--- src/rtl/core/rdsc_pkg.sv ---
// ----------------------------------------------------------------------------
// rdsc_pkg
// Shared types, constants and digit helpers for the radix digit string
// converter.
// ----------------------------------------------------------------------------
`default_nettype none

package rdsc_pkg;

    localparam int RADIX_W = 6;
    localparam int CHAR_W  = 7;

    localparam logic [RADIX_W-1:0] RADIX_MIN   = 6'd2;
    localparam logic [RADIX_W-1:0] RADIX_MAX   = 6'd36;
    localparam logic [RADIX_W-1:0] RADIX_RESET = 6'd16;
    localparam logic [RADIX_W-1:0] DEC_BASE    = 6'd10;

    localparam logic [CHAR_W-1:0] ASCII_ZERO = 7'd48;
    localparam logic [CHAR_W-1:0] ASCII_A    = 7'd65;
    localparam logic [CHAR_W-1:0] ASCII_Z    = 7'd90;

    typedef struct packed {
        logic clear;
        logic step;
        logic shift;
    } cell_ctl_t;

    function automatic logic [RADIX_W-1:0] eff_radix(input logic [RADIX_W-1:0] r);
        logic [RADIX_W-1:0] res;
        res = r;
        if (r < RADIX_MIN)
        begin
            res = RADIX_MIN;
        end
        else if (r > RADIX_MAX)
        begin
            res = RADIX_MAX;
        end
        return res;
    endfunction

    function automatic logic [CHAR_W-1:0] digit_to_ascii(input logic [RADIX_W-1:0] d);
        logic [CHAR_W-1:0] dx;
        logic [CHAR_W-1:0] res;
        dx  = {1'b0, d};
        res = dx + ASCII_ZERO;
        if (d >= DEC_BASE)
        begin
            res = dx - {1'b0, DEC_BASE} + ASCII_A;
        end
        return res;
    endfunction

endpackage

`default_nettype wire

--- src/rtl/core/rdsc_cell.sv ---
// ----------------------------------------------------------------------------
// rdsc_cell
// One radix digit cell: doubles its digit and adds the incoming bit, folds
// back by the radix and passes the carry on; shifts digits during readout.
// ----------------------------------------------------------------------------
`default_nettype none

module rdsc_cell (
    input  wire logic                            clk,
    input  wire logic                            rst_n,
    input  wire rdsc_pkg::cell_ctl_t             ctl,
    input  wire logic [rdsc_pkg::RADIX_W-1:0]    radix,
    input  wire logic                            carry_in,
    input  wire logic                            en_in,
    input  wire logic [rdsc_pkg::RADIX_W-1:0]    digit_in,
    output logic [rdsc_pkg::RADIX_W-1:0]         digit,
    output logic                                 carry_out,
    output logic                                 en_out
);

    logic [rdsc_pkg::RADIX_W-1:0] digit_reg;
    logic [rdsc_pkg::RADIX_W-1:0] digit_next;
    logic                         carry_reg;
    logic                         carry_next;
    logic                         en_reg;
    logic                         en_next;
    logic [rdsc_pkg::RADIX_W:0]   dbl;
    logic                         ge;

    always_comb
    begin
        dbl        = {digit_reg, carry_in};
        ge         = (dbl >= {1'b0, radix});
        digit_next = digit_reg;
        carry_next = carry_reg;
        en_next    = en_reg;
        if (ctl.clear)
        begin
            digit_next = '0;
            carry_next = 1'b0;
            en_next    = 1'b0;
        end
        else if (ctl.step)
        begin
            en_next    = en_in;
            carry_next = en_in & ge;
            if (en_in)
            begin
                if (ge)
                begin
                    digit_next = rdsc_pkg::RADIX_W'(dbl - {1'b0, radix});
                end
                else
                begin
                    digit_next = dbl[rdsc_pkg::RADIX_W-1:0];
                end
            end
        end
        else if (ctl.shift)
        begin
            digit_next = digit_in;
        end
    end

    always_ff @(posedge clk or negedge rst_n)
    begin
        if (!rst_n)
        begin
            carry_reg <= 1'b0;
            en_reg    <= 1'b0;
        end
        else
        begin
            carry_reg <= carry_next;
            en_reg    <= en_next;
        end
    end

    always_ff @(posedge clk)
    begin
        digit_reg <= digit_next;
    end

    assign digit     = digit_reg;
    assign carry_out = carry_reg;
    assign en_out    = en_reg;

endmodule

`default_nettype wire

--- src/rtl/core/rdsc_ctrl.sv ---
// ----------------------------------------------------------------------------
// rdsc_ctrl
// Sequencer: radix register, input bit shifter, conversion and readout
// counters, leading zero suppression and the output register.
// ----------------------------------------------------------------------------
`default_nettype none

module rdsc_ctrl #(
    parameter int VALUE_BITS = 31,
    parameter int MAX_DIGITS = 31
) (
    input  wire logic                            clk,
    input  wire logic                            rst_n,
    input  wire logic                            cfg_valid,
    output logic                                 cfg_ready,
    input  wire logic [rdsc_pkg::RADIX_W-1:0]    cfg_data,
    input  wire logic                            s_valid,
    output logic                                 s_ready,
    input  wire logic [VALUE_BITS-1:0]           s_value,
    output logic                                 m_valid,
    input  wire logic                            m_ready,
    output logic [rdsc_pkg::CHAR_W-1:0]          m_char,
    output logic                                 m_last,
    input  wire logic [rdsc_pkg::RADIX_W-1:0]    top_digit,
    input  wire logic                            top_carry,
    output logic                                 feed_bit,
    output logic                                 feed_en,
    output rdsc_pkg::cell_ctl_t                  ctl,
    output logic [rdsc_pkg::RADIX_W-1:0]         radix_eff
);

    localparam int CNT_W = $clog2(VALUE_BITS + MAX_DIGITS);
    localparam int E_W   = $clog2(MAX_DIGITS);
    localparam logic [CNT_W-1:0] CONV_LAST = CNT_W'(VALUE_BITS + MAX_DIGITS - 2);
    localparam logic [CNT_W-1:0] FEED_END  = CNT_W'(VALUE_BITS);
    localparam logic [E_W-1:0]   E_LAST    = E_W'(MAX_DIGITS - 1);

    localparam logic [1:0] ST_IDLE = 2'd0;
    localparam logic [1:0] ST_CONV = 2'd1;
    localparam logic [1:0] ST_EMIT = 2'd2;

    logic [1:0]                      state_reg;
    logic [1:0]                      state_next;
    logic [rdsc_pkg::RADIX_W-1:0]    radix_reg;
    logic [rdsc_pkg::RADIX_W-1:0]    radix_next;
    logic [VALUE_BITS-1:0]           sr_reg;
    logic [VALUE_BITS-1:0]           sr_next;
    logic [CNT_W-1:0]                cnt_reg;
    logic [CNT_W-1:0]                cnt_next;
    logic [E_W-1:0]                  ecnt_reg;
    logic [E_W-1:0]                  ecnt_next;
    logic                            started_reg;
    logic                            started_next;
    logic                            ov_reg;
    logic                            ov_next;
    logic [rdsc_pkg::CHAR_W-1:0]     char_reg;
    logic [rdsc_pkg::CHAR_W-1:0]     char_next;
    logic                            last_reg;
    logic                            last_next;
    logic                            adv;
    logic                            emit;

    always_comb
    begin
        state_next   = state_reg;
        radix_next   = radix_reg;
        sr_next      = sr_reg;
        cnt_next     = cnt_reg;
        ecnt_next    = ecnt_reg;
        started_next = started_reg;
        ov_next      = ov_reg;
        char_next    = char_reg;
        last_next    = last_reg;
        ctl          = '0;
        adv          = 1'b0;
        emit         = 1'b0;

        if (cfg_valid)
        begin
            radix_next = cfg_data;
        end
        if (m_ready)
        begin
            ov_next = 1'b0;
        end

        case (state_reg)
            ST_IDLE:
            begin
                if (s_valid)
                begin
                    sr_next      = s_value;
                    cnt_next     = '0;
                    started_next = 1'b0;
                    ctl.clear    = 1'b1;
                    state_next   = ST_CONV;
                end
            end
            ST_CONV:
            begin
                ctl.step     = 1'b1;
                sr_next      = sr_reg << 1;
                cnt_next     = cnt_reg + CNT_W'(1);
                // keep every digit once the value overflows the top cell
                started_next = started_reg | top_carry;
                if (cnt_reg == CONV_LAST)
                begin
                    ecnt_next  = '0;
                    state_next = ST_EMIT;
                end
            end
            ST_EMIT:
            begin
                adv = !ov_reg || m_ready;
                if (adv)
                begin
                    ctl.shift = 1'b1;
                    emit      = (top_digit != '0) || started_reg || top_carry
                                || (ecnt_reg == E_LAST);
                    ecnt_next = ecnt_reg + E_W'(1);
                    if (emit)
                    begin
                        ov_next      = 1'b1;
                        char_next    = rdsc_pkg::digit_to_ascii(top_digit);
                        last_next    = (ecnt_reg == E_LAST);
                        started_next = 1'b1;
                    end
                    if (ecnt_reg == E_LAST)
                    begin
                        state_next = ST_IDLE;
                    end
                end
            end
            default:
            begin
                state_next = ST_IDLE;
            end
        endcase
    end

    always_ff @(posedge clk or negedge rst_n)
    begin
        if (!rst_n)
        begin
            state_reg   <= ST_IDLE;
            radix_reg   <= rdsc_pkg::RADIX_RESET;
            cnt_reg     <= '0;
            ecnt_reg    <= '0;
            started_reg <= 1'b0;
            ov_reg      <= 1'b0;
        end
        else
        begin
            state_reg   <= state_next;
            radix_reg   <= radix_next;
            cnt_reg     <= cnt_next;
            ecnt_reg    <= ecnt_next;
            started_reg <= started_next;
            ov_reg      <= ov_next;
        end
    end

    always_ff @(posedge clk)
    begin
        sr_reg   <= sr_next;
        char_reg <= char_next;
        last_reg <= last_next;
    end

    assign cfg_ready = 1'b1;
    assign s_ready   = (state_reg == ST_IDLE);
    assign m_valid   = ov_reg;
    assign m_char    = char_reg;
    assign m_last    = last_reg;
    assign feed_bit  = sr_reg[VALUE_BITS-1];
    assign feed_en   = (state_reg == ST_CONV) && (cnt_reg < FEED_END);
    assign radix_eff = rdsc_pkg::eff_radix(radix_reg);

`ifndef SYNTHESIS
    a_char_range: assert property (@(posedge clk) disable iff (!rst_n)
        m_valid |-> (m_char >= rdsc_pkg::ASCII_ZERO) && (m_char <= rdsc_pkg::ASCII_Z))
        else $error("character out of range");

    a_radix_range: assert property (@(posedge clk) disable iff (!rst_n)
        (radix_eff >= rdsc_pkg::RADIX_MIN) && (radix_eff <= rdsc_pkg::RADIX_MAX))
        else $error("effective radix out of range");

    a_accept_start: assert property (@(posedge clk) disable iff (!rst_n)
        s_valid && s_ready |=> (state_reg == ST_CONV) && (cnt_reg == '0))
        else $error("conversion did not start after transfer");

    a_final_char: assert property (@(posedge clk) disable iff (!rst_n)
        (state_reg == ST_EMIT) && adv && (ecnt_reg == E_LAST)
        |=> (state_reg == ST_IDLE) && m_valid && m_last)
        else $error("final character missing or not flagged");
`endif

endmodule

`default_nettype wire

--- src/rtl/core/radix_digit_string_converter_core.sv ---
// ----------------------------------------------------------------------------
// radix_digit_string_converter_core
// Converts a non-negative integer into its ASCII digit string in radix 2..36,
// most significant character first, tlast on the final character.
//
// Channels: cfg_* writes the radix (always ready, write only while idle).
// s_* takes one value per transfer; m_* returns one character per transfer.
// Operation: the value bits shift MSB first through a skewed chain of
// MAX_DIGITS digit cells after the transfer. Readout then walks all
// MAX_DIGITS cell positions, one per cycle unless m_tready is low with a
// character pending, dropping leading zeros. s_tready is high only while
// idle; the next value is taken while the final character still waits in
// the output register. A low m_tready holds the readout in place.
// Reset: radix returns to 16, the channels go idle, no character is pending.
// ----------------------------------------------------------------------------
`default_nettype none

module radix_digit_string_converter_core #(
    parameter int VALUE_BITS = 31,
    parameter int MAX_DIGITS = 31
) (
    input  wire logic                                  clk,
    input  wire logic                                  rst_n,
    input  wire logic                                  cfg_valid,
    output logic                                       cfg_ready,
    input  wire logic [rdsc_pkg::RADIX_W-1:0]          cfg_data,
    input  wire logic                                  s_tvalid,
    output logic                                       s_tready,
    input  wire logic [((VALUE_BITS+7)/8)*8-1:0]       s_tdata,   // value
    output logic                                       m_tvalid,
    input  wire logic                                  m_tready,
    output logic [7:0]                                 m_tdata,   // digit_char
    output logic                                       m_tlast
);

    rdsc_pkg::cell_ctl_t            ctl;
    logic [rdsc_pkg::RADIX_W-1:0]   radix_eff;
    logic                           feed_bit;
    logic                           feed_en;
    logic [rdsc_pkg::CHAR_W-1:0]    m_char;
    logic [rdsc_pkg::RADIX_W-1:0]   digit_w [MAX_DIGITS];
    logic                           carry_w [MAX_DIGITS];
    logic                           en_w    [MAX_DIGITS];

    rdsc_ctrl #(
        .VALUE_BITS (VALUE_BITS),
        .MAX_DIGITS (MAX_DIGITS)
    ) u_ctrl (
        .clk       (clk),
        .rst_n     (rst_n),
        .cfg_valid (cfg_valid),
        .cfg_ready (cfg_ready),
        .cfg_data  (cfg_data),
        .s_valid   (s_tvalid),
        .s_ready   (s_tready),
        .s_value   (s_tdata[VALUE_BITS-1:0]),
        .m_valid   (m_tvalid),
        .m_ready   (m_tready),
        .m_char    (m_char),
        .m_last    (m_tlast),
        .top_digit (digit_w[MAX_DIGITS-1]),
        .top_carry (carry_w[MAX_DIGITS-1]),
        .feed_bit  (feed_bit),
        .feed_en   (feed_en),
        .ctl       (ctl),
        .radix_eff (radix_eff)
    );

    for (genvar i = 0; i < MAX_DIGITS; i++)
    begin : g_cell
        if (i == 0)
        begin : g_first
            rdsc_cell u_cell (
                .clk       (clk),
                .rst_n     (rst_n),
                .ctl       (ctl),
                .radix     (radix_eff),
                .carry_in  (feed_bit),
                .en_in     (feed_en),
                .digit_in  ('0),
                .digit     (digit_w[i]),
                .carry_out (carry_w[i]),
                .en_out    (en_w[i])
            );
        end
        else
        begin : g_rest
            rdsc_cell u_cell (
                .clk       (clk),
                .rst_n     (rst_n),
                .ctl       (ctl),
                .radix     (radix_eff),
                .carry_in  (carry_w[i-1]),
                .en_in     (en_w[i-1]),
                .digit_in  (digit_w[i-1]),
                .digit     (digit_w[i]),
                .carry_out (carry_w[i]),
                .en_out    (en_w[i])
            );
        end
    end

    assign m_tdata = {1'b0, m_char};

endmodule

`default_nettype wire
--- config.mk ---
export PLATFORM = sky130hd
export DESIGN_NAME = radix_digit_string_converter_core
export DESIGN_NICKNAME = d
export VERILOG_FILES = /design/src/rtl/core/rdsc_pkg.sv /design/src/rtl/core/rdsc_cell.sv /design/src/rtl/core/rdsc_ctrl.sv /design/src/rtl/core/radix_digit_string_converter_core.sv
export SDC_FILE = /design/constraint.sdc
export NUM_CORES = 1
export LEC_CHECK = 0
export ABC_AREA = 1
export ABC_CLOCK_PERIOD_IN_PS = 8800
export BUFFER_PORTS_ARGS = -buffer_cell sky130_fd_sc_hd__buf_4
export CORE_ASPECT_RATIO = 2
export CORE_MARGIN = 5
export CORE_UTILIZATION = 30
export CTS_CLUSTER_SIZE = 28
export DETAILED_ROUTE_END_ITERATION = 8
export GPL_TIMING_DRIVEN = 0
export PLACE_DENSITY = 0.51
export SYNTH_ARGS = -nofsm -noshare
export SYNTH_HDL_FRONTEND = slang
export SYNTH_SLANG_ARGS = --single-unit
--- constraint.sdc ---
create_clock -name clk -period 8.8 [get_ports clk]
set_input_delay 1.76 -clock clk [delete_from_list [all_inputs] [get_ports clk]]
set_output_delay 1.76 -clock clk [all_outputs]
set_load 0.05 [all_outputs]
* After elaboration in Yosys (flattened, before gate mapping)
Cells that the tools add are included.
Cells by class: equal/unequal tests 40, muxes and demuxes 274, magnitude comparators 35, bitwise logic cells 32, reductions and logical operators 49, $add $sub $neg 36
Operators with widths (number):
- 2-to-1 mux 6 bit | 127
- >= comparator 7 x 6 -> 1 bit | 31
- subtractor 6 bit | 31
- 2-to-1 mux 1 bit | 134
- inequality test 2 x 1 -> 1 bit, second input constant | 35
- AND reduction 2 bit | 32
- case mux 31 bit (2 select lines) | 1
- AND 1 bit | 31
- 2-to-1 mux 31 bit | 1
- case mux 6 bit (2 select lines) | 1
- 2-to-1 mux 5 bit | 2
- case mux 5 bit (2 select lines) | 1
- 2-to-1 mux 2 bit | 4
- AND reduction 4 bit | 2
- nonzero test 2 bit | 4
- adder 6 x 6 -> 7 bit, second input constant | 1
- adder 7 bit, second input constant | 1
- 2-to-1 mux 7 bit | 1
- subtractor 6 x 4 -> 7 bit, second input constant | 1
- adder 6 x 1 -> 6 bit, second input constant | 1
- == test 6 bit, second input constant | 1
- >= comparator 6 x 4 -> 1 bit, second input constant | 1
- > comparator 6 bit, second input constant | 1
- < comparator 6 x 2 -> 1 bit, second input constant | 1
- other kinds (16) | 20
Storage, ports and cells: input port bits 43, word-level logic and storage cells 567, register bits after elaboration 307, output and inout port bits 12

* Depth between registers and ports, before layout
depth in word-level cells 7, mapped depth 15, mapped depth without buffers 15

* Modules after synthesis
From an unflattened synthesis, not the netlist that was laid out.
Unflattened totals: cell total of the unflattened synthesis 3969, area, all modules 28847.7 um^2
Modules (own cells, without submodules):
- rdsc_cell | area an instance 833.3 um^2, seq. area each 170.2 um^2, times used 31, cells each 117
- rdsc_ctrl | area an instance 3004.1 um^2, seq. area each 1697.9 um^2, times used 1, cells each 340
- radix_digit_string_converter_core | area an instance 11.3 um^2, seq. area each 0.0 um^2, times used 1, cells each 2

* Worst setup path before layout
Ideal clock, no wire load.
path type register to register, from reg u_ctrl.radix_reg[5] (netlist bit), to reg g_cell[0].g_first.u_cell.digit_reg, in the netlist g_cell[0].g_first.u_cell.digit[4], required time 8.730 ns, clock period less this slack 6.274 ns, cell stages (with the launch flop) 13, data arrival time 6.204 ns, setup slack 2.526 ns, library setup time 0.070 ns, path buffers 0, cells stage by stage dfrtp_1 > inv_1 > a31oi_1 > inv_1 > a21oi_1 > ha_1 > nand3_1 > nand2_1 > nand2_1 > nand3_2 > o21ai_1 > nand3_1 > a21oi_1
On the way: longest elaborated chain between the ends 7, elaborated cells between the ends (all ways) 9, classes of those cells add/sub (1); order compare (3); mux (5)
Ends and longest elaborated chain:
- from (decl) | line rdsc_ctrl.sv:44 | logic [rdsc_pkg::RADIX_W-1:0] radix_reg;
- from (signal assigned) | line rdsc_ctrl.sv:146 | radix_reg <= rdsc_pkg::RADIX_RESET;
- from (signal assigned) | line rdsc_ctrl.sv:155 | radix_reg <= radix_next;
- > comparator 6 bit | line rdsc_pkg.sv:35 | else if (r > RADIX_MAX)
- 2-to-1 mux 6 bit | line rdsc_pkg.sv:35
- 2-to-1 mux 6 bit * | line rdsc_pkg.sv:31 | if (r < RADIX_MIN)
- subtractor 6 bit or >= comparator 7 x 6 -> 1 bit (tied branches) | line rdsc_cell.sv:51, rdsc_cell.sv:33
- 2-to-1 mux 6 bit * | line rdsc_cell.sv:49 | if (ge)
- 2-to-1 mux 6 bit * | line rdsc_cell.sv:47 | if (en_in)
- 2-to-1 mux 6 bit * | line rdsc_cell.sv:43 | else if (ctl.step)
- to (signal assigned) | line rdsc_cell.sv:81 | digit_reg <= digit_next;
- to (decl) | line rdsc_cell.sv:21 | logic [rdsc_pkg::RADIX_W-1:0] digit_reg;
Mark *: on every way between the ends. The rest lies on a longest branch, timed or not. The select of a mux whose other input is x is not followed. A chain may end at the register's enable or synchronous reset.

* Worst setup path in the final report
from reg u_ctrl.radix_reg[4] (netlist bit), to reg g_cell[6].g_rest.u_cell.digit_reg, in the netlist g_cell[6].g_rest.u_cell.digit[4]
On the way: longest elaborated chain between the ends 7, elaborated cells between the ends (all ways) 9, classes of those cells add/sub (1); order compare (3); mux (5)
Ends and longest elaborated chain (line):
- > comparator 6 bit | rdsc_pkg.sv:35
- 2-to-1 mux 6 bit | rdsc_pkg.sv:35
- 2-to-1 mux 6 bit * | rdsc_pkg.sv:31
- subtractor 6 bit or >= comparator 7 x 6 -> 1 bit (tied branches) | rdsc_cell.sv:51, rdsc_cell.sv:33
- 2-to-1 mux 6 bit * | rdsc_cell.sv:49
- 2-to-1 mux 6 bit * | rdsc_cell.sv:47
- 2-to-1 mux 6 bit * | rdsc_cell.sv:43
- to (signal assigned) | rdsc_cell.sv:81
- to (decl) | rdsc_cell.sv:21
Marks and branches as above.

==> reports/metrics.yaml <==
skew_ns: 0.0202
cts_hold_buffers: 0
final_hold_viol_count: 0
critPathSlowestCell: "a21oi_4"
fin_ws_ns: 5.13
clock_latency_ns: 0.59
reg2regPathDepth: 14
fillerInstances: 9483
synth_seq_area_share_pct: 26.7
synthTopCellsByArea: "dfxtp_1, nand2_1, ha_1, inv_1, dfrtp_1"
max_clock_freq_mhz: 273
crit_end: "g_cell[6].g_rest.u_cell.digit[4]$_SDFFE_PP0P_"
syn_nets: 3988
timing.critical_path.slowest_cell_delay_ns: 0.60
cts_resized: 0
synth_edf_count: 39
status: "completed"
placedCellCount: 4913
root_buffer: "clkbuf_16"
clock-sinks: 307
core_sq_um: 86500
worst-path-stages: 14
routed_via_density: 5.04
synth-main-ff-cell: "dfxtp_1"
numCtsBuffers: 38
path_delay_family: "compound AO/OA/AOI/OAI gates"
io_buffer_count: 50
worstPathCellList: "inv_1, a31oi_1, inv_1, a21oi_4, buf_12, buf_16, ha_1, nand3_1, nand2_1, nand2_1, nand3_2, nand2_1, nand3_1, a21oi_1"
cp-end-kind: "register"
hold_class: "reg2reg"
r2r_start: "u_ctrl.radix_reg[4]$_DFFE_PN1P_"
rrSetupSlack_ns: 5.13
synthCells: 3686
grt_usage_pct: 18.8
hold_depth: 2
max-clock-path-buffers: 3
clk_pin_slew_ns: 0.07
cts_tree: "yes"
multi_input_area_sq_um: 16400
tightest_slew_ns: 1.35
initial_core_util_pct: 30.1
grt_overflow: 0
die_w_microns: 218
cp_common_cell: "nand2_1"
finish.utilization_pct: 34.1
p_leak_nw: 14.0
r2r-end: "g_cell[6].g_rest.u_cell.digit[4]$_SDFFE_PP0P_"
power_density_nw_per_um2: 367
grt_pass1_vias: 24100
cap_viol_max_count: 0
ys_ff_latch: 307
required_ns: 9.31
start_kind: "register"
critPathBufInv: 4
diodes: 0
drive_gt1_share_pct: 8.64
crit_fanout: 14
fin_crit_ns: 3.67
die_y_microns: 427
grt_setup_unrepaired: "no"
gp_congestion: 0.907
routedWlPerCell_microns: 17.7
critPathKind: "reg2reg"
relSlewSlack_pct: 9.72
setup_viol: 0
drv_slew: 0
dp_slack_ns: 4.96
dp_hpwl_microns: 65200
startpoint: "u_ctrl.radix_reg[4]$_DFFE_PN1P_"
io_pins: 55
power_mw: 10.8
dr.pass1.iters: 5
ir_drop_mv: 0.155
die_area_sq_um: 93200
synth_top_area_share_pct: 14.3
syn_to_final_growth_pct: 13.4
final_nets: 4094
stdcell_count: 4983
ys_warn_count: 0
cts_setup_buffers: 0
async_flop_share_pct: 26.7
route.detailed.drc: 0
ff_latch_area_sq_um: 6950
h-tree-depth: 2
antenna_found_initial: 0
crit_arrival_ns: 4.18
placementRows: 153
drt-initial-drc-count: 1646
largest_register_ffs: 180
antenna_left: 0
routed_wl_microns: 88400
tns_ns: 0
synth_area_leader_cell: "dfxtp_1"
synth_area_sq_um: 26000
post-route-period-util_pct: 41.7
route.vias.total: 25100
syn_area_per_cell_sq_um: 7.07
ys_types: 48
grt_first_pass_wirelength_microns: 140000
grt_max_degree: 83
==> layer usage <==
layer / part of all wire, % / track usage [%] / vias to the layer above
met5: 0 / 0 / -
met4: 3.3 / 5.93 / 0
met3: 3.9 / 1.84 / 156
met2: 47 / 31.3 / 550
met1: 46 / 25.6 / 11800
li1: - / - / 12600
==> layout make-up <==
cell class / instances / share of cell area, %
multi-input cells: 2705 / 55.5
clock buffers: 51 / 3.70
repair buffers: 66 / 2.29
flip-flops and latches: 307 / 23.5
plain buffers: 94 / 1.67
inverters: 580 / 7.62
clock inverters: 18 / 0.767
well taps: 1162 / 4.92
==> worst min-delay path, cell delays in order, from the launching register on <==
cell,delay [ns]
dfrtp_1,0.34
nand2_1,0.05
o21ai_0,0.06
==> cell families (layout without fill, tap and decap cells) <==
| family | count (synthesis) | count (layout) | share of synthesized area (%) |
|---|---|---|---|
| buffers and inverters | 674 | 809 | 10.5 |
| other | 2 | 2 | 0.0288 |
| XOR/XNOR | 96 | 96 | 3.23 |
| AND/OR/NAND/NOR | 1642 | 1642 | 31.2 |
| flip-flops | 307 | 307 | 26.7 |
| AO/OA/AOI/OAI | 704 | 704 | 14.9 |
| multiplexers | 2 | 2 | 0.0865 |
| adder cells (fa/ha/maj) | 259 | 259 | 13.3 |
==> Yosys cell counts, types with 32 or more instances <==
| cell type | count |
|---|---|
| dfrtp_1 | 81 |
| inv_1 | 547 |
| xnor2_1 | 75 |
| nand2_1 | 772 |
| dfxtp_1 | 186 |
| ha_1 | 228 |
| o21ai_0 | 257 |
| a21oi_1 | 373 |
| nand3_1 | 394 |
| o21ai_1 | 35 |
| nor2_1 | 116 |
| nand4_1 | 209 |
| nor3_1 | 33 |
| clkbuf_1 | 36 |
| edfxtp_1 | 39 |
| nor2_8 | 32 |
| buf_2 | 42 |
==> placed cells by master (no fill, tap or decap), types with 4 or more instances in the layout <==
cell type and n:
nand2_1 770, inv_1 546, nand3_1 394, a21oi_1 372
o21ai_0 257, ha_1 228, nand4_1 209, dfxtp_1 186
nor2_1 115, dfrtp_1 81, xnor2_1 75, buf_4 57
buf_2 42, clkbuf_1 42, clkbuf_16 40, edfxtp_1 39
o21ai_1 35, nor3_1 32, nor2_8 32, a21oi_4 31
nand3_2 31, fa_1 31, or2_1 30, inv_4 25
xor2_1 21, nand3b_1 14, clkinv_2 12, buf_6 9
buf_12 7, clkbuf_8 5, bufinv_16 5, buf_16 5
inv_2 4, nand2_2 4, buf_1 4
==> power breakdown <==
group / total [mW] / leakage [nW] / internal, mW / switching (mW)
Combinational: 6.69 / 10.4 / 2.33 / 4.36
Sequential: 2.42 / 3.04 / 1.92 / 0.495
Clock: 1.72 / 0.648 / 1.02 / 0.700
==> metrics by stage <==
| step | hold WS [ns] | area [sq um] |
|---|---|---|
| 2_1_floorplan | 0.445 | 26000 |
| 3_3_place_gp | 0.469 | 27900 |
| 3_5_place_dp | 0.478 | 28200 |
| 4_1_cts | 0.493 | 29500 |
| 5_1_grt | 0.528 | 29500 |
| 6_report | 0.486 | 29500 |
==> worst min path at each step <==
stage / startpoint / end / slack [ns]
floorplan: u_ctrl.started_reg$_DFFE_PN0P_ / u_ctrl.started_reg$_DFFE_PN0P_ / 0.45
global placement: u_ctrl.started_reg$_DFFE_PN0P_ / u_ctrl.started_reg$_DFFE_PN0P_ / 0.47
CTS: u_ctrl.started_reg$_DFFE_PN0P_ / u_ctrl.started_reg$_DFFE_PN0P_ / 0.49
finish: u_ctrl.started_reg$_DFFE_PN0P_ / u_ctrl.started_reg$_DFFE_PN0P_ / 0.49
global route: u_ctrl.started_reg$_DFFE_PN0P_ / u_ctrl.started_reg$_DFFE_PN0P_ / 0.53
detailed placement: u_ctrl.started_reg$_DFFE_PN0P_ / u_ctrl.started_reg$_DFFE_PN0P_ / 0.48
Note: power is estimated with default switching activity, not from simulation.
